===== src/design/lr_pkg.sv =====
`timescale 1ns / 1ps
`default_nettype none

package lr_pkg;

    // viewport registers are fixed at 12 bits
    localparam int VIEW_BITS      = 12;
    localparam int CFG_INDEX_BITS = 2;

    // configuration register indexes
    localparam logic [CFG_INDEX_BITS-1:0] REG_VIEW_WIDTH  = 2'd0;
    localparam logic [CFG_INDEX_BITS-1:0] REG_VIEW_HEIGHT = 2'd1;

    localparam logic [VIEW_BITS-1:0] VIEW_WIDTH_RESET  = 12'd640;
    localparam logic [VIEW_BITS-1:0] VIEW_HEIGHT_RESET = 12'd480;

    // request opcodes
    localparam logic OP_LOAD = 1'b0;
    localparam logic OP_STEP = 1'b1;

    // line orientation picked at load
    typedef struct packed {
        logic steep;
        logic down;
    } lr_mode_t;

    // engine status seen by the top level
    typedef struct packed {
        logic active;
        logic last;
    } lr_status_t;

endpackage

`default_nettype wire


===== src/design/lr_in_if.sv =====
`timescale 1ns / 1ps
`default_nettype none

interface lr_in_if #(
    parameter int COORD_BITS   = 12,
    parameter int CHANNEL_BITS = 8
);
    logic                         valid;
    logic                         ready;
    logic                         opcode;
    logic signed [COORD_BITS-1:0] start_x;
    logic signed [COORD_BITS-1:0] start_y;
    logic signed [COORD_BITS-1:0] end_x;
    logic signed [COORD_BITS-1:0] end_y;
    logic [3*CHANNEL_BITS-1:0]    line_color;

    modport source (
        output valid, opcode, start_x, start_y, end_x, end_y, line_color,
        input  ready
    );
    modport sink (
        input  valid, opcode, start_x, start_y, end_x, end_y, line_color,
        output ready
    );
endinterface

`default_nettype wire


===== src/design/lr_out_if.sv =====
`timescale 1ns / 1ps
`default_nettype none

interface lr_out_if #(
    parameter int COORD_BITS   = 12,
    parameter int CHANNEL_BITS = 8
);
    logic                         valid;
    logic                         ready;
    logic signed [COORD_BITS-1:0] pixel_x;
    logic signed [COORD_BITS-1:0] pixel_y;
    logic [3*CHANNEL_BITS-1:0]    pixel_color;
    logic                         on_screen;
    logic                         last_pixel;

    modport source (
        output valid, pixel_x, pixel_y, pixel_color, on_screen, last_pixel,
        input  ready
    );
    modport sink (
        input  valid, pixel_x, pixel_y, pixel_color, on_screen, last_pixel,
        output ready
    );
endinterface

`default_nettype wire


===== src/design/lr_cfg_if.sv =====
`timescale 1ns / 1ps
`default_nettype none

interface lr_cfg_if;
    logic                              valid;
    logic                              ready;
    logic [lr_pkg::CFG_INDEX_BITS-1:0] reg_index;
    logic [lr_pkg::VIEW_BITS-1:0]      write_data;

    modport source (
        output valid, reg_index, write_data,
        input  ready
    );
    modport sink (
        input  valid, reg_index, write_data,
        output ready
    );
endinterface

`default_nettype wire


===== src/design/line_rasterizer.sv =====
`timescale 1ns / 1ps
`default_nettype none

// channel   direction  content
// in_ch     sink       opcode, start_x, start_y, end_x, end_y, line_color
// out_ch    source     pixel_x, pixel_y, pixel_color, on_screen, last_pixel
// cfg_ch    sink       reg_index, write_data (view_width, view_height)
//
// one request per clock while out_ch is not stalled: input register, setup or step logic,
// then the output register
// a load request or a step with no line active produces no pixel
// out_ch stalls back up into in_ch through the input register only
// reset clears the line state and sets the viewport to 640 x 480

module line_rasterizer #(
    parameter int COORD_BITS   = 12,
    parameter int CHANNEL_BITS = 8
) (
    input  wire logic  clk,
    input  wire logic  rst_n,
    lr_in_if.sink      in_ch,
    lr_out_if.source   out_ch,
    lr_cfg_if.sink     cfg_ch
);
    import lr_pkg::*;

    localparam int COLOR_BITS = 3 * CHANNEL_BITS;

    // input register
    logic                          in_valid_reg;
    logic                          in_opcode_reg;
    logic signed [COORD_BITS-1:0]  in_start_x_reg;
    logic signed [COORD_BITS-1:0]  in_start_y_reg;
    logic signed [COORD_BITS-1:0]  in_end_x_reg;
    logic signed [COORD_BITS-1:0]  in_end_y_reg;
    logic [COLOR_BITS-1:0]         in_color_reg;

    // output register
    logic                          out_valid_reg;
    logic signed [COORD_BITS-1:0]  out_x_reg;
    logic signed [COORD_BITS-1:0]  out_y_reg;
    logic [COLOR_BITS-1:0]         out_color_reg;
    logic                          out_visible_reg;
    logic                          out_last_reg;

    logic [VIEW_BITS-1:0]          view_width_reg;
    logic [VIEW_BITS-1:0]          view_height_reg;

    logic                          advance;
    logic                          load_en;
    logic                          step_en;
    logic                          emit;

    logic signed [COORD_BITS-1:0]  seed_cursor_x;
    logic signed [COORD_BITS-1:0]  seed_cursor_y;
    logic signed [COORD_BITS-1:0]  seed_target_x;
    logic signed [COORD_BITS-1:0]  seed_target_y;
    logic [COORD_BITS:0]           seed_delta_x;
    logic [COORD_BITS:0]           seed_delta_y;
    logic signed [COORD_BITS+3:0]  seed_error;
    lr_mode_t                      seed_mode;

    logic signed [COORD_BITS-1:0]  pix_x;
    logic signed [COORD_BITS-1:0]  pix_y;
    logic [COLOR_BITS-1:0]         pix_color;
    logic                          pix_visible;
    lr_status_t                    status;

    // handshake
    assign advance     = in_valid_reg && (!out_valid_reg || out_ch.ready);
    assign load_en     = advance && (in_opcode_reg == OP_LOAD);
    assign step_en     = advance && (in_opcode_reg == OP_STEP);
    assign emit        = step_en && status.active;
    assign in_ch.ready = !in_valid_reg || advance;
    assign cfg_ch.ready = 1'b1;

    lr_setup #(
        .COORD_BITS (COORD_BITS)
    ) u_setup (
        .start_x       (in_start_x_reg),
        .start_y       (in_start_y_reg),
        .end_x         (in_end_x_reg),
        .end_y         (in_end_y_reg),
        .seed_cursor_x (seed_cursor_x),
        .seed_cursor_y (seed_cursor_y),
        .seed_target_x (seed_target_x),
        .seed_target_y (seed_target_y),
        .seed_delta_x  (seed_delta_x),
        .seed_delta_y  (seed_delta_y),
        .seed_error    (seed_error),
        .seed_mode     (seed_mode)
    );

    lr_engine #(
        .COORD_BITS   (COORD_BITS),
        .CHANNEL_BITS (CHANNEL_BITS)
    ) u_engine (
        .clk           (clk),
        .rst_n         (rst_n),
        .load_en       (load_en),
        .step_en       (step_en),
        .seed_cursor_x (seed_cursor_x),
        .seed_cursor_y (seed_cursor_y),
        .seed_target_x (seed_target_x),
        .seed_target_y (seed_target_y),
        .seed_delta_x  (seed_delta_x),
        .seed_delta_y  (seed_delta_y),
        .seed_error    (seed_error),
        .seed_mode     (seed_mode),
        .seed_color    (in_color_reg),
        .view_width    (view_width_reg),
        .view_height   (view_height_reg),
        .pix_x         (pix_x),
        .pix_y         (pix_y),
        .pix_color     (pix_color),
        .pix_visible   (pix_visible),
        .status        (status)
    );

    // viewport registers
    always_ff @(posedge clk or negedge rst_n)
    begin
        if (!rst_n)
        begin
            view_width_reg  <= VIEW_WIDTH_RESET;
            view_height_reg <= VIEW_HEIGHT_RESET;
        end
        else if (cfg_ch.valid && cfg_ch.ready)
        begin
            case (cfg_ch.reg_index)
                REG_VIEW_WIDTH:  view_width_reg  <= cfg_ch.write_data;
                REG_VIEW_HEIGHT: view_height_reg <= cfg_ch.write_data;
                default:         ;
            endcase
        end
    end

    // input register control
    always_ff @(posedge clk or negedge rst_n)
    begin
        if (!rst_n)
        begin
            in_valid_reg <= 1'b0;
        end
        else if (in_ch.ready)
        begin
            in_valid_reg <= in_ch.valid;
        end
    end

    // input register payload
    always_ff @(posedge clk)
    begin
        if (in_ch.valid && in_ch.ready)
        begin
            in_opcode_reg  <= in_ch.opcode;
            in_start_x_reg <= in_ch.start_x;
            in_start_y_reg <= in_ch.start_y;
            in_end_x_reg   <= in_ch.end_x;
            in_end_y_reg   <= in_ch.end_y;
            in_color_reg   <= in_ch.line_color;
        end
    end

    // output register control
    always_ff @(posedge clk or negedge rst_n)
    begin
        if (!rst_n)
        begin
            out_valid_reg <= 1'b0;
        end
        else if (!out_valid_reg || out_ch.ready)
        begin
            out_valid_reg <= emit;
        end
    end

    // output register payload
    always_ff @(posedge clk)
    begin
        if (emit)
        begin
            out_x_reg       <= pix_x;
            out_y_reg       <= pix_y;
            out_color_reg   <= pix_color;
            out_visible_reg <= pix_visible;
            out_last_reg    <= status.last;
        end
    end

    assign out_ch.valid       = out_valid_reg;
    assign out_ch.pixel_x     = out_x_reg;
    assign out_ch.pixel_y     = out_y_reg;
    assign out_ch.pixel_color = out_color_reg;
    assign out_ch.on_screen   = out_visible_reg;
    assign out_ch.last_pixel  = out_last_reg;

    // a load always leaves a line active
    assert property (@(posedge clk) disable iff (!rst_n)
        load_en |=> status.active)
        else $error("line not active after load");

    // the final pixel of a line retires it
    assert property (@(posedge clk) disable iff (!rst_n)
        (emit && status.last) |=> !status.active)
        else $error("line still active after last pixel");

    // a pixel appears only after a step on an active line
    assert property (@(posedge clk) disable iff (!rst_n)
        $rose(out_valid_reg) |-> $past(emit))
        else $error("pixel without a step request");

    // an accepted request is always held in the input register
    assert property (@(posedge clk) disable iff (!rst_n)
        (in_ch.valid && in_ch.ready) |=> in_valid_reg)
        else $error("accepted request lost");

endmodule

`default_nettype wire


===== src/design/lr_setup.sv =====
`timescale 1ns / 1ps
`default_nettype none

module lr_setup #(
    parameter int COORD_BITS = 12
) (
    input  wire logic signed [COORD_BITS-1:0]   start_x,
    input  wire logic signed [COORD_BITS-1:0]   start_y,
    input  wire logic signed [COORD_BITS-1:0]   end_x,
    input  wire logic signed [COORD_BITS-1:0]   end_y,
    output logic signed [COORD_BITS-1:0]        seed_cursor_x,
    output logic signed [COORD_BITS-1:0]        seed_cursor_y,
    output logic signed [COORD_BITS-1:0]        seed_target_x,
    output logic signed [COORD_BITS-1:0]        seed_target_y,
    output logic [COORD_BITS:0]                 seed_delta_x,
    output logic [COORD_BITS:0]                 seed_delta_y,
    output logic signed [COORD_BITS+3:0]        seed_error,
    output lr_pkg::lr_mode_t                    seed_mode
);
    import lr_pkg::*;

    localparam int ERR_BITS = COORD_BITS + 4;

    logic                       swap;
    logic signed [COORD_BITS:0] dx_s;
    logic signed [COORD_BITS:0] dy_s;
    logic [COORD_BITS:0]        dy_mag;
    logic                       steep;
    logic [ERR_BITS-1:0]        two_dx;
    logic [ERR_BITS-1:0]        two_dy;

    // order endpoints so x never falls
    assign swap          = start_x > end_x;
    assign seed_cursor_x = swap ? end_x   : start_x;
    assign seed_cursor_y = swap ? end_y   : start_y;
    assign seed_target_x = swap ? start_x : end_x;
    assign seed_target_y = swap ? start_y : end_y;

    // deltas, one bit wider than a coordinate
    assign dx_s   = (COORD_BITS+1)'(seed_target_x) - (COORD_BITS+1)'(seed_cursor_x);
    assign dy_s   = (COORD_BITS+1)'(seed_target_y) - (COORD_BITS+1)'(seed_cursor_y);
    assign dy_mag = dy_s[COORD_BITS] ? unsigned'(-dy_s) : unsigned'(dy_s);
    assign steep  = dy_mag > unsigned'(dx_s);

    // initial decision term
    assign two_dx     = ERR_BITS'(unsigned'(dx_s)) << 1;
    assign two_dy     = ERR_BITS'(dy_mag) << 1;
    assign seed_error = steep ? signed'(two_dx - ERR_BITS'(dy_mag))
                              : signed'(two_dy - ERR_BITS'(unsigned'(dx_s)));

    assign seed_delta_x   = unsigned'(dx_s);
    assign seed_delta_y   = dy_mag;
    assign seed_mode.steep = steep;
    assign seed_mode.down  = dy_s[COORD_BITS];

endmodule

`default_nettype wire


===== src/design/lr_engine.sv =====
`timescale 1ns / 1ps
`default_nettype none

module lr_engine #(
    parameter int COORD_BITS   = 12,
    parameter int CHANNEL_BITS = 8
) (
    input  wire logic                                clk,
    input  wire logic                                rst_n,
    input  wire logic                                load_en,
    input  wire logic                                step_en,
    input  wire logic signed [COORD_BITS-1:0]        seed_cursor_x,
    input  wire logic signed [COORD_BITS-1:0]        seed_cursor_y,
    input  wire logic signed [COORD_BITS-1:0]        seed_target_x,
    input  wire logic signed [COORD_BITS-1:0]        seed_target_y,
    input  wire logic [COORD_BITS:0]                 seed_delta_x,
    input  wire logic [COORD_BITS:0]                 seed_delta_y,
    input  wire logic signed [COORD_BITS+3:0]        seed_error,
    input  wire lr_pkg::lr_mode_t                    seed_mode,
    input  wire logic [3*CHANNEL_BITS-1:0]           seed_color,
    input  wire logic [lr_pkg::VIEW_BITS-1:0]        view_width,
    input  wire logic [lr_pkg::VIEW_BITS-1:0]        view_height,
    output logic signed [COORD_BITS-1:0]             pix_x,
    output logic signed [COORD_BITS-1:0]             pix_y,
    output logic [3*CHANNEL_BITS-1:0]                pix_color,
    output logic                                     pix_visible,
    output lr_pkg::lr_status_t                       status
);
    import lr_pkg::*;

    localparam int ERR_BITS = COORD_BITS + 4;
    localparam int CMP_BITS = (COORD_BITS > VIEW_BITS) ? COORD_BITS : VIEW_BITS;

    logic                          active_reg,   active_next;
    lr_mode_t                      mode_reg,     mode_next;
    logic signed [COORD_BITS-1:0]  cursor_x_reg, cursor_x_next;
    logic signed [COORD_BITS-1:0]  cursor_y_reg, cursor_y_next;
    logic signed [COORD_BITS-1:0]  target_x_reg, target_x_next;
    logic signed [COORD_BITS-1:0]  target_y_reg, target_y_next;
    logic [COORD_BITS:0]           delta_x_reg,  delta_x_next;
    logic [COORD_BITS:0]           delta_y_reg,  delta_y_next;
    logic signed [ERR_BITS-1:0]    error_reg,    error_next;
    logic [3*CHANNEL_BITS-1:0]     color_reg,    color_next;

    logic                          last;
    logic signed [ERR_BITS-1:0]    two_dx;
    logic signed [ERR_BITS-1:0]    two_dy;
    logic signed [COORD_BITS-1:0]  y_stepped;
    logic [CMP_BITS-1:0]           x_cmp;
    logic [CMP_BITS-1:0]           y_cmp;

    // end of line on the major axis
    assign last = mode_reg.steep ? (cursor_y_reg == target_y_reg)
                                 : (cursor_x_reg == target_x_reg);

    assign two_dx    = signed'(ERR_BITS'(delta_x_reg) << 1);
    assign two_dy    = signed'(ERR_BITS'(delta_y_reg) << 1);
    assign y_stepped = mode_reg.down ? cursor_y_reg - COORD_BITS'(1)
                                     : cursor_y_reg + COORD_BITS'(1);

    // viewport clip
    assign x_cmp       = CMP_BITS'(unsigned'(cursor_x_reg));
    assign y_cmp       = CMP_BITS'(unsigned'(cursor_y_reg));
    assign pix_visible = !cursor_x_reg[COORD_BITS-1] && !cursor_y_reg[COORD_BITS-1]
                      && (x_cmp < CMP_BITS'(view_width))
                      && (y_cmp < CMP_BITS'(view_height));

    assign pix_x         = cursor_x_reg;
    assign pix_y         = cursor_y_reg;
    assign pix_color     = color_reg;
    assign status.active = active_reg;
    assign status.last   = last;

    // load, retire at the last pixel, or one bresenham update
    always_comb
    begin
        active_next   = active_reg;
        mode_next     = mode_reg;
        cursor_x_next = cursor_x_reg;
        cursor_y_next = cursor_y_reg;
        target_x_next = target_x_reg;
        target_y_next = target_y_reg;
        delta_x_next  = delta_x_reg;
        delta_y_next  = delta_y_reg;
        error_next    = error_reg;
        color_next    = color_reg;
        if (load_en)
        begin
            active_next   = 1'b1;
            mode_next     = seed_mode;
            cursor_x_next = seed_cursor_x;
            cursor_y_next = seed_cursor_y;
            target_x_next = seed_target_x;
            target_y_next = seed_target_y;
            delta_x_next  = seed_delta_x;
            delta_y_next  = seed_delta_y;
            error_next    = seed_error;
            color_next    = seed_color;
        end
        else if (step_en && active_reg)
        begin
            if (last)
            begin
                active_next = 1'b0;
            end
            else if (mode_reg.steep)
            begin
                if (!error_reg[ERR_BITS-1])
                begin
                    cursor_x_next = cursor_x_reg + COORD_BITS'(1);
                    error_next    = error_reg + two_dx - two_dy;
                end
                else
                begin
                    error_next = error_reg + two_dx;
                end
                cursor_y_next = y_stepped;
            end
            else
            begin
                if (!error_reg[ERR_BITS-1])
                begin
                    cursor_y_next = y_stepped;
                    error_next    = error_reg + two_dy - two_dx;
                end
                else
                begin
                    error_next = error_reg + two_dy;
                end
                cursor_x_next = cursor_x_reg + COORD_BITS'(1);
            end
        end
    end

    always_ff @(posedge clk or negedge rst_n)
    begin
        if (!rst_n)
        begin
            active_reg   <= 1'b0;
            mode_reg     <= '0;
            cursor_x_reg <= '0;
            cursor_y_reg <= '0;
            target_x_reg <= '0;
            target_y_reg <= '0;
            delta_x_reg  <= '0;
            delta_y_reg  <= '0;
            error_reg    <= '0;
            color_reg    <= '0;
        end
        else
        begin
            active_reg   <= active_next;
            mode_reg     <= mode_next;
            cursor_x_reg <= cursor_x_next;
            cursor_y_reg <= cursor_y_next;
            target_x_reg <= target_x_next;
            target_y_reg <= target_y_next;
            delta_x_reg  <= delta_x_next;
            delta_y_reg  <= delta_y_next;
            error_reg    <= error_next;
            color_reg    <= color_next;
        end
    end

endmodule

`default_nettype wire


===== src/flat_wrapper.sv =====
// flat-port wrapper written by rule: the top's interface ports become plain ports
module line_rasterizer_flat import lr_pkg::*;
#(
    parameter int COORD_BITS   = 12,
    parameter int CHANNEL_BITS = 8
)
  (clk, rst_n, in_ch_valid, in_ch_opcode, in_ch_start_x, in_ch_start_y, in_ch_end_x, in_ch_end_y, in_ch_line_color, in_ch_ready, out_ch_valid, out_ch_pixel_x, out_ch_pixel_y, out_ch_pixel_color, out_ch_on_screen, out_ch_last_pixel, out_ch_ready, cfg_ch_valid, cfg_ch_reg_index, cfg_ch_write_data, cfg_ch_ready);
  lr_in_if #(.COORD_BITS(COORD_BITS), .CHANNEL_BITS(CHANNEL_BITS)) in_ch_i ();
  lr_out_if #(.COORD_BITS(COORD_BITS), .CHANNEL_BITS(CHANNEL_BITS)) out_ch_i ();
  lr_cfg_if cfg_ch_i ();
  input  wire logic clk;
  input  wire logic rst_n;
  input wire logic [$bits(in_ch_i.valid)-1:0] in_ch_valid;
  input wire logic [$bits(in_ch_i.opcode)-1:0] in_ch_opcode;
  input wire logic [$bits(in_ch_i.start_x)-1:0] in_ch_start_x;
  input wire logic [$bits(in_ch_i.start_y)-1:0] in_ch_start_y;
  input wire logic [$bits(in_ch_i.end_x)-1:0] in_ch_end_x;
  input wire logic [$bits(in_ch_i.end_y)-1:0] in_ch_end_y;
  input wire logic [$bits(in_ch_i.line_color)-1:0] in_ch_line_color;
  output wire logic [$bits(in_ch_i.ready)-1:0] in_ch_ready;
  output wire logic [$bits(out_ch_i.valid)-1:0] out_ch_valid;
  output wire logic [$bits(out_ch_i.pixel_x)-1:0] out_ch_pixel_x;
  output wire logic [$bits(out_ch_i.pixel_y)-1:0] out_ch_pixel_y;
  output wire logic [$bits(out_ch_i.pixel_color)-1:0] out_ch_pixel_color;
  output wire logic [$bits(out_ch_i.on_screen)-1:0] out_ch_on_screen;
  output wire logic [$bits(out_ch_i.last_pixel)-1:0] out_ch_last_pixel;
  input wire logic [$bits(out_ch_i.ready)-1:0] out_ch_ready;
  input wire logic [$bits(cfg_ch_i.valid)-1:0] cfg_ch_valid;
  input wire logic [$bits(cfg_ch_i.reg_index)-1:0] cfg_ch_reg_index;
  input wire logic [$bits(cfg_ch_i.write_data)-1:0] cfg_ch_write_data;
  output wire logic [$bits(cfg_ch_i.ready)-1:0] cfg_ch_ready;
  assign in_ch_i.valid = in_ch_valid;
  assign in_ch_i.opcode = in_ch_opcode;
  assign in_ch_i.start_x = in_ch_start_x;
  assign in_ch_i.start_y = in_ch_start_y;
  assign in_ch_i.end_x = in_ch_end_x;
  assign in_ch_i.end_y = in_ch_end_y;
  assign in_ch_i.line_color = in_ch_line_color;
  assign in_ch_ready = in_ch_i.ready;
  assign out_ch_valid = out_ch_i.valid;
  assign out_ch_pixel_x = out_ch_i.pixel_x;
  assign out_ch_pixel_y = out_ch_i.pixel_y;
  assign out_ch_pixel_color = out_ch_i.pixel_color;
  assign out_ch_on_screen = out_ch_i.on_screen;
  assign out_ch_last_pixel = out_ch_i.last_pixel;
  assign out_ch_i.ready = out_ch_ready;
  assign cfg_ch_i.valid = cfg_ch_valid;
  assign cfg_ch_i.reg_index = cfg_ch_reg_index;
  assign cfg_ch_i.write_data = cfg_ch_write_data;
  assign cfg_ch_ready = cfg_ch_i.ready;
  line_rasterizer #(.COORD_BITS(COORD_BITS), .CHANNEL_BITS(CHANNEL_BITS)) u_core (.clk(clk), .rst_n(rst_n), .in_ch(in_ch_i), .out_ch(out_ch_i), .cfg_ch(cfg_ch_i));
endmodule

===== config.mk =====
export PLATFORM = sky130hd
export DESIGN_NAME = line_rasterizer_flat
export DESIGN_NICKNAME = d
export VERILOG_FILES = /design/src/design/lr_pkg.sv /design/src/design/lr_in_if.sv /design/src/design/lr_out_if.sv /design/src/design/lr_cfg_if.sv /design/src/design/line_rasterizer.sv /design/src/design/lr_setup.sv /design/src/design/lr_engine.sv /design/src/flat_wrapper.sv
export SDC_FILE = /design/constraint.sdc
export NUM_CORES = 1
export LEC_CHECK = 0
export BUFFER_PORTS_ARGS = -buffer_cell sky130_fd_sc_hd__buf_4
export CORE_ASPECT_RATIO = 1.75
export CORE_MARGIN = 4
export CORE_UTILIZATION = 42
export CTS_BUF_LIST = sky130_fd_sc_hd__clkbuf_8
export DETAILED_ROUTE_END_ITERATION = 6
export PLACE_DENSITY = 0.66
export SLEW_MARGIN = 25
export SYNTH_ARGS = -nofsm -noshare
export SYNTH_HDL_FRONTEND = slang
export SYNTH_HIERARCHICAL = 1
export SYNTH_SLANG_ARGS = --single-unit

===== constraint.sdc =====
create_clock -name clk -period 19.7 [get_ports clk]
set_clock_uncertainty 0.1 [all_clocks]
set_input_delay 0.985 -clock clk [delete_from_list [all_inputs] [get_ports clk]]
set_output_delay 0.985 -clock clk [all_outputs]
set_load 0.05 [all_outputs]

==> results.md, run 1 <==
- First-pass GRT wire length: 82,760 um
- Vias per inst: 5.652
- Synth warnings: 6
- Num CTS Buffers: 42
- Pre-antenna DRT Iters: 5
- Cts repair resizes: 0
- Layout Area Growth over Synthesis: 13.33%
- H-tree depth: 2
- Grt ovf: 0
- Largest net degree at the start of global routing: around 180
- Post-DP HPWL: just over 40,000 um
- Hold bufs inserted after CTS: 0
- Clock Tree Buf Depth: 3
- Top delay family on crit path: compound AO/OA/AOI/OAI gates
- Worst Path Max Fanout: 35
- Fin. Hold Viols: 0
- Die area: roughly 47,000 um^2
- WL final: 53,060 um
- Worst Hold Class: in2async
- Setup tns final: 0 ps
- CP peak stage delay: around 750 ps
- Maximum clock rate: roughly 110 MHz
- Final core utilization: 0.4801
- Via count: between 10,000 and 15,000
- Worst-margin pin slew: between 1000 and 1500 ps
- Critical path class: reg2reg
- Gr usage total: 0.2182
- Core outline area: around 43,000 um^2
- Reg2Reg Depth: 36
- Hold Slack: ~210 ps
- Initial antenna violation count: 1
- Die extent in y: roughly 280 um
- Worst Path Required: roughly 20,000 ps
- Slew Limit Fails: 0
- Status: completed
- Post-route ant nets: 0
- Crit end category: register
- Cells after Synth: 1,929
- Crit start category: register
- Initial Util: 0.4236
- Detailed-route wire length per cell: around 20 um
- Peak supply drop: 89.48 uV
- Filler cell count: between 4,000 and 5,000
- Layout cells sized above 1: 0.1647
- Worst-Skew Late Latency: 600 ps
- DRC viols: 0
- Total of max-cap violations: 0
- Setup violations, final: 0
- Netlist Area Pre-Place: between 15,000 and 20,000 um^2
- Minimum clock period: about 9400 ps
- CTS root buf: clkbuf_8
- Top Ports: approximately 150
- 1st-iter DRT viols: between 700 and 800
- Slowest cell on crit path: o211a_1
- Row cnt: around 100
- Part of the cycle the worst path needs: 0.4793
- Number of global-route vias before repair: approximately 16,000
- CP Buf/Inv Count: 4
- CTS tree: yes
- Lkg Pwr: 0.008927 uW
- Setup bufs post-CTS: 0
- Clk slew on worst S/H paths: 70 ps
- Relative slew margins: 0.3111
- Critical Path Stages: 36
- Syn avg cell area: 9.491 um^2
- Most frequent cell on the critical path: o21a_1
- Pwr dens: roughly 180 nW/um^2
- CP arrival: 9790 ps
- Final GP Congestion: about 0.92
- Chip Width: between 150 and 200 um
- RSZ-0062 raised after global routing: false
- Nets@finish: 2,283
- Clk sinks: 265
- Post-Synthesis Net Count: about 2,200
- I/O Buffers: 143
worst register-to-register path, delay by kind of cell, from the launching register on:
| family | cells | cell delay, ps |
|---|---|---|
| AO/OA/AOI/OAI | 22 | 5740 |
| AND/OR/NAND/NOR | 6 | 1180 |
| buffers and inverters | 4 | 910 |
| adder cells (fa/ha/maj) | 3 | 830 |
| flip-flops | 1 | 410 |
| multiplexers | 1 | 190 |
worst paths after layout:
path	startpoint	endpoint	slack, ps
setup / recovery	u_core/in_start_x_reg[11]	u_core/u_engine/error_reg[12]	10260
hold / removal	rst_n	u_core/view_height_reg[1]	210
setup reg to reg	u_core/in_start_x_reg[11]	u_core/u_engine/error_reg[12]	10260
hold reg to reg	u_core/u_engine/pix_color[0]	u_core/out_ch.pixel_color[0]	340
max in group asynchronous	rst_n	u_core/u_engine/delta_x_reg[0]	17460
min in group clk	u_core/u_engine/pix_color[0]	u_core/out_ch.pixel_color[0]	340
routing by layer:
layer  GRT usage  part of all wire
met2      0.4273              0.55
met3     0.03047             0.040
met4      0.1354             0.069
met5           0                 0
met1      0.2108              0.34
report_power, final:
part	switching (uW)	internal (uW)	leakage, uW	total (uW)
combinational	1370	1000	0.00558	2370
clock	235	279	0.000500	514
sequential	134	719	0.00285	853
total	1740	2000	0.00893	3740
cell type report:
class                           instances  area, um^2  area share
Multi-Input combinational cell       1433       10110      0.4875
Sequential cell                       265        7254      0.3496
Timing Repair Buffer                  157        1195     0.05759
Tap cell                              566       708.2     0.03413
Clock buffer                           48       660.6     0.03184
Inverter                              150       563.0     0.02713
Clock inverter                         30       251.5     0.01212
Antenna cell                            1       2.502   0.0001206
layout by cell type, fill, tap and decap left out, drive strengths merged, types with 42 or more instances in the layout:
cell type  count
nand2        191
inv          158
dfrtp        136
ha           135
edfxtp       123
nor2         112
a21oi        140
xnor2         87
clkbuf        48
buf          157
o21ai        163
nand3         42
mux2          81
stage by stage:
step | power, uW | instance area (um^2) | setup WS, ps | instances
3_5_place_dp | 3202 | 19830 | 10390 | 2571
4_1_cts | 3739 | 20740 | 10370 | 2649
6_report | 3741 | 20750 | 10260 | 2650
2_1_floorplan | 2636 | 18310 | 11800 | 1929
5_1_grt | 4054 | 20750 | 9592 | 2650
3_3_place_gp | 3145 | 19830 | 10600 | 2571
(Power assumes the default switching activity.)
==> run 2, diff against run 1 <==
--- a/config.mk
+++ b/config.mk
@@ -11,7 +11,7 @@
 export CORE_UTILIZATION = 42
 export CTS_BUF_LIST = sky130_fd_sc_hd__clkbuf_8
 export DETAILED_ROUTE_END_ITERATION = 6
-export PLACE_DENSITY = 0.66
+export PLACE_DENSITY = 0.69
 export SLEW_MARGIN = 25
 export SYNTH_ARGS = -nofsm -noshare
 export SYNTH_HDL_FRONTEND = slang
==> constraint.sdc (replaced) <==
create_clock -name clk -period 8.36 [get_ports clk]
set_clock_uncertainty 0.1 [all_clocks]
set_input_delay 0.418 -clock clk [delete_from_list [all_inputs] [get_ports clk]]
set_output_delay 0.418 -clock clk [all_outputs]
set_load 0.05 [all_outputs]
==> run 2 against run 1 <==
Effect of this change: fmax is 19% higher; combinational power is 140% higher; cell area is 4.8% higher; non-clock buffer count is 103 higher; count of clock-buffer cells in the layout is 2 lower; first-iteration DRC count is 14% higher; critical path type unchanged.
==> results.md, run 2 (synthesis results as in run 1) <==
- Row cnt: 101
- Maximum clock rate: approximately 130 MHz
- Initial antenna violation count: 1
- First-pass GRT wire length: ~86,000 um
- Reg-to-Reg End: u_core/u_engine/error_reg[15]
- Nets@finish: roughly 2,400
- Clock Tree Buf Depth: 3
- Worst-Skew Late Latency: ~600 ps
- Most frequent cell on the critical path: a21o_1
- Number of global-route vias before repair: about 16,000
- Total of max-cap violations: 0
- Reg2Reg Depth: 36
- Sw Pwr: 4175 uW
- Sw frac: 0.4716
- Grt ovf: 0
- Crit end category: register
- Setup violations, final: 0
- Clk slew on worst S/H paths: approximately 70 ps
- Largest net degree at the start of global routing: 175
- Status: completed
- RSZ-0062 raised after global routing: true
- Chip Width: roughly 170 um
- Hold Crit Depth: 3
- Vias per inst: 5.677
- Lkg Pwr: about 0.0093 uW
- Setup tns final: 0 ps
- Core outline area: approximately 43,000 um^2
- Hold Path End: u_core/out_ch.valid
- Fin. Hold Viols: 0
- CP peak stage delay: approximately 550 ps
- CP arrival: between 8000 and 9000 ps
- Peak supply drop: 202.6 uV
- CTS tree: yes
- Clock power share: 0.124
- Critical path class: reg2reg
- I/O Buffers: 143
- Detailed-route wire length per cell: approximately 20 um
- Reg power frac: 0.230
- Part of the cycle the worst path needs: 0.9483
- Pre-antenna DRT Iters: 7
- Slowest cell on crit path: or4_1
- 1st-iter DRT viols: 855
- Final core utilization: 0.5032
- CTS root buf: clkbuf_8
- Die extent in y: roughly 280 um
- Crit start category: register
- Post-DP HPWL: 41,070 um
- Via count: between 15,000 and 20,000
- Crit Reg-Reg Startpoint: u_core/in_start_x_reg[4]
- Layout cells sized above 1: 0.1687
- Worst-margin pin slew: 923.1 ps
- Filler cell count: a little under 4,000
- Die area: 47,130 um^2
- Worst Path Max Fanout: 9
- Relative slew margins: 0.3846
- H-tree depth: 2
- WL final: approximately 55,000 um
- Gr usage total: 0.2250
- Logic pwr share: 0.646
- Top Ports: 145
- Num CTS Buffers: 40
- Clk sinks: 265
- Initial Util: 0.4236
- Pwr dens: 407.1 nW/um^2
- Pint: between 4000 and 5000 uW
- Final GP Congestion: between 0.9 and 1
- Worst Path Required: 8770 ps
- R2R Setup Slk: 430 ps
- Worst hold start: out_ch_ready
- Post-route ant nets: 0
- Minimum clock period: roughly 7900 ps
- Most frequent cells in the layout: nand2_1 (190), buf_4 (171), inv_1 (162)
- DRC viols: 0
- Layout Area Growth over Synthesis: 18.77%
- Worst Hold Class: in2reg
- Most common cell after layout, fill and taps aside: nand2_1
- Slew Limit Fails: 0
run 2: cell types whose count changed in the layout (fill, tap and decap cells not counted), moves of 3 or more:
cell	before	now
dlygate4sd3_1	0	87
buf_4	155	171
ha_1	135	129
inv_1	157	162
clkinv_1	8	4
ha_4	0	4
bufinv_16	4	1
run 2: power groups by stage:
| stage | clock (uW) | sequential [uW] | combinational, uW |
|---|---|---|---|
| 2_1_floorplan | 0 | 2000 | 4210 |
| 3_3_place_gp | 0 | 2040 | 5400 |
| 3_5_place_dp | 0 | 2050 | 5550 |
| 4_1_cts | 1130 | 2030 | 5630 |
| 5_1_grt | 1180 | 2070 | 6340 |
| 6_report | 1100 | 2040 | 5720 |
run 2: critical path: cells and delay by family, from the launching register on:
family,cells,cell delay [ps]
compound gates,19,4050
xor+xnor,1,180
fa+ha+maj,3,900
buf+inv,2,160
flops,1,490
mux,1,160
simple gates,10,1810
run 2: final cells by class:
| cell class | count | area [um^2] | share of cell area |
|---|---|---|---|
| multi-input cells | 1433 | 10230 | 0.4705 |
| flip-flops and latches | 265 | 7254 | 0.3336 |
| repair buffers | 260 | 2186 | 0.1005 |
| well taps | 566 | 708.2 | 0.03257 |
| clock buffers | 46 | 633.1 | 0.02911 |
| inverters | 150 | 563.0 | 0.02589 |
| clock inverters | 28 | 166.4 | 0.007652 |
| diodes | 1 | 2.502 | 0.0001151 |
run 2: timing repair:
item                       4_1_cts  5_1_grt
resized for setup                2       22
gates cloned                     0        0
hold buffers                    87        0
hold endpoints to repair       175        0
pin swaps                        0        4
setup buffers                    0        3
setup endpoints to repair       13       16
run 2: worst max-delay path by stage:
| stage | startpoint | cells after the start | slack [ps] | end |
|---|---|---|---|---|
| after floorplan | u_core/in_start_x_reg[3] | 38 | 460 | u_core/u_engine/error_reg[12] |
| after global placement | u_core/in_start_x_reg[7] | 36 | 90 | u_core/u_engine/error_reg[15] |
| after detailed placement | u_core/in_start_x_reg[7] | 36 | -100 | u_core/u_engine/error_reg[6] |
| after CTS | u_core/in_start_x_reg[7] | 35 | 120 | u_core/u_engine/error_reg[6] |
| after global routing | u_core/in_start_x_reg[1] | 36 | -40 | u_core/u_engine/error_reg[13] |
| final | u_core/in_start_x_reg[4] | 36 | 430 | u_core/u_engine/error_reg[15] |
run 2: through the flow:
| stage | instances | power, uW | area, um^2 | hold slack [ps] | worst slack (ps) |
|---|---|---|---|---|---|
| detailed placement | 2584 | 7607 | 19930 | 329.9 | -104.8 |
| global route | 2749 | 9582 | 21750 | 46.50 | -43.37 |
| CTS | 2745 | 8792 | 21600 | 19.92 | 115.7 |
| floorplan | 1929 | 6211 | 18310 | 22.41 | 461.5 |
| global placement | 2584 | 7447 | 19930 | 324.7 | 85.51 |
| finish | 2749 | 8853 | 21750 | 42.93 | 432.6 |
run 2: layer usage:
metal,GRT usage,wire length (um),vias up
met5,0,0,-
met2,0.4240,29230,520
met4,0.1719,4815,0
li1,-,-,7360
met3,0.02880,2265,219
met1,0.2194,18390,7508
==> run 3, diff against run 2 <==
--- a/config.mk
+++ b/config.mk
@@ -8,10 +8,10 @@
 export BUFFER_PORTS_ARGS = -buffer_cell sky130_fd_sc_hd__buf_4
 export CORE_ASPECT_RATIO = 1.75
 export CORE_MARGIN = 4
-export CORE_UTILIZATION = 42
+export CORE_UTILIZATION = 57
 export CTS_BUF_LIST = sky130_fd_sc_hd__clkbuf_8
 export DETAILED_ROUTE_END_ITERATION = 6
-export PLACE_DENSITY = 0.69
+export PLACE_DENSITY = 0.86
 export SLEW_MARGIN = 25
 export SYNTH_ARGS = -nofsm -noshare
 export SYNTH_HDL_FRONTEND = slang
==> run 3 against run 2 <==
Effect of this change: power is 0.42% higher; fmax is 0.28% lower; combinational power about the same; global-route usage is 8.2 points higher; sequential power barely moved; utilization increased by 17 points; largest cell class unchanged.
==> results.md, run 3 (synthesis results as in run 1) <==
- Status: completed
- Most frequent cells in the layout: nand2_1 (190), buf_4 (168), inv_1 (159)
- WL final: 54,350 um
- Reg2Reg Depth: 37
- Setup violations, final: 0
- Reg-to-Reg End: u_core/u_engine/error_reg[15]
- Nets@finish: around 2,400
- Final GP Congestion: just under 1
- Peak supply drop: between 200 and 300 uV
- R2R Setup Slk: 410 ps
- CTS root buf: clkbuf_8
- Gr usage total: 0.3066
- Pre-antenna DRT Iters: 6
- Setup ws final: between 400 and 500 ps
- Die extent in y: between 200 and 250 um
- Slew Limit Fails: 0
- Clk sinks: about 270
- DRC viols: 0
- Grt ovf: 0
- Initial antenna violation count: 0
- Detailed-route wire length per cell: 21.16 um
- Post-route ant nets: 0
- CTS tree: yes
- Crit Reg-Reg Startpoint: u_core/in_start_x_reg[5]
- Worst Path Required: between 8000 and 9000 ps
- Crit end category: register
- Clock Tree Buf Depth: 3
- Top Ports: around 150
- Relative slew margins: 0.3335
- Lkg Pwr: ~0.009 uW
- First-pass GRT wire length: between 80,000 and 90,000 um
- Worst Path Max Fanout: 8
- CP arrival: 8350 ps
- Post-Place Worst Slack: approximately 48 ps
- Vias per inst: 6.217
- Number of global-route vias before repair: 16,590
- CP peak stage delay: between 500 and 600 ps
- Row cnt: 86
- Post-DP HPWL: a little under 40,000 um
- Initial Util: 0.5787
- Layout Area Growth over Synthesis: 17.11%
- Num CTS Buffers: 39
- Post-route cell area: 21,440 um^2
- Slowest cell on crit path: or4_1
- Fin. Hold Viols: 0
- Cell Area, Placed: 19,680 um^2
- Critical path class: reg2reg
- Worst setup path end: u_core/u_engine/error_reg[15]
- Largest net degree at the start of global routing: between 150 and 200
- 1st-iter DRT viols: between 1,000 and 1,500
- Filler cell count: 2,326
- Layout cells sized above 1: 0.1672
- Worst Hold Class: in2reg
- Setup crit start: u_core/in_start_x_reg[5]
- Part of the cycle the worst path needs: 0.9510
- Chip Width: between 100 and 150 um
- Worst-margin pin slew: roughly 1000 ps
- Worst-Skew Late Latency: between 500 and 600 ps
- Total of max-cap violations: 0
- Die area: 35,170 um^2
- Crit start category: register
- Most common cell after layout, fill and taps aside: nand2_1
- Maximum clock rate: roughly 130 MHz
- I/O Buffers: roughly 140
- H-tree depth: 2
- Worst hold start: cfg_ch_write_data[8]
- Minimum clock period: about 8000 ps
- Clk slew on worst S/H paths: 70 ps
- Core outline area: approximately 32,000 um^2
- Pwr dens: roughly 410 nW/um^2
- Via count: approximately 16,000
==> run 3: cell types whose count changed in the layout (fill, tap and decap cells not counted), sizes merged <==
cell and delta:
bufinv +1, inv -5, clkinvlp +3, buf -2, clkinv -4, dlygate4sd3 -4
==> run 3: worst min path at each step <==
stage / endpoint / slack [ps] / depth (start not counted)
finish: u_core/view_width_reg[8] / 30 / 2
global route: u_core/view_width_reg[5] / 10 / 2
CTS: u_core/view_width_reg[8] / 2 / 2
detailed placement: u_core/out_ch.pixel_color[11] / 330 / 0
global placement: u_core/out_ch.pixel_color[0] / 320 / 0
floorplan: u_core/in_valid_reg / 20 / 0
==> run 3: power by group <==
part | leakage, uW | switching, uW | total, uW | internal, uW
logic | 0.00599 | 3300 | 5750 | 2450
registers | 0.00285 | 349 | 2040 | 1690
clock network | 0.000434 | 533 | 1100 | 566
==> run 3: final cells by class <==
type / instances / area, um^2 / area share
Multi-Input combinational cell: 1433 / 10200 / 0.4756
Clock inverter: 23 / 160.2 / 0.007470
Sequential cell: 265 / 7254 / 0.3384
Antenna cell: 1 / 2.502 / 0.0001167
Inverter: 150 / 563.0 / 0.02626
Tap cell: 396 / 495.5 / 0.02311
Timing Repair Buffer: 254 / 2135 / 0.09956
Clock buffer: 46 / 633.1 / 0.02953
==> run 3: per-layer routing <==
| layer | up-vias | share of wire | track usage |
|---|---|---|---|
| met3 | 312 | 0.051 | 0.03918 |
| met5 | - | 0 | 0 |
| met4 | 0 | 0.10 | 0.2547 |
| li1 | 7347 | - | - |
| met2 | 756 | 0.52 | 0.5468 |
| met1 | 7551 | 0.33 | 0.3099 |
==> run 3: critical path, delay by kind of cell (launching register included) <==
kind	cells	cell delay [ps]
compound gates	19	4040
xor+xnor	1	210
fa+ha+maj	3	960
buf+inv	3	320
flops	1	430
mux	1	150
simple gates	10	1660
==> run 3: through the flow <==
| stage | total power [uW] | instances | TNS [ps] | utilization | hold WS (ps) |
|---|---|---|---|---|---|
| global placement | 7307 | 2410 | 0 | 0.6222 | 324.7 |
| detailed placement | 7528 | 2410 | 0 | 0.6222 | 329.8 |
| global route | 9553 | 2567 | -44.17 | 0.6777 | 13.36 |
| floorplan | 6211 | 1929 | 0 | - | 22.41 |
| CTS | 8706 | 2562 | 0 | 0.6735 | 1.800 |
| finish | 8890 | 2568 | 0 | 0.6777 | 25.54 |
==> run 3: what timing repair did <==
action | CTS | global route
setup endpoints to repair | 2 | 14
gates resized for setup | 1 | 22
buffers inserted | 0 | 5
hold buffers | 83 | 0
endpoints found under the hold margin | 147 | 0
pin swaps | 0 | 4
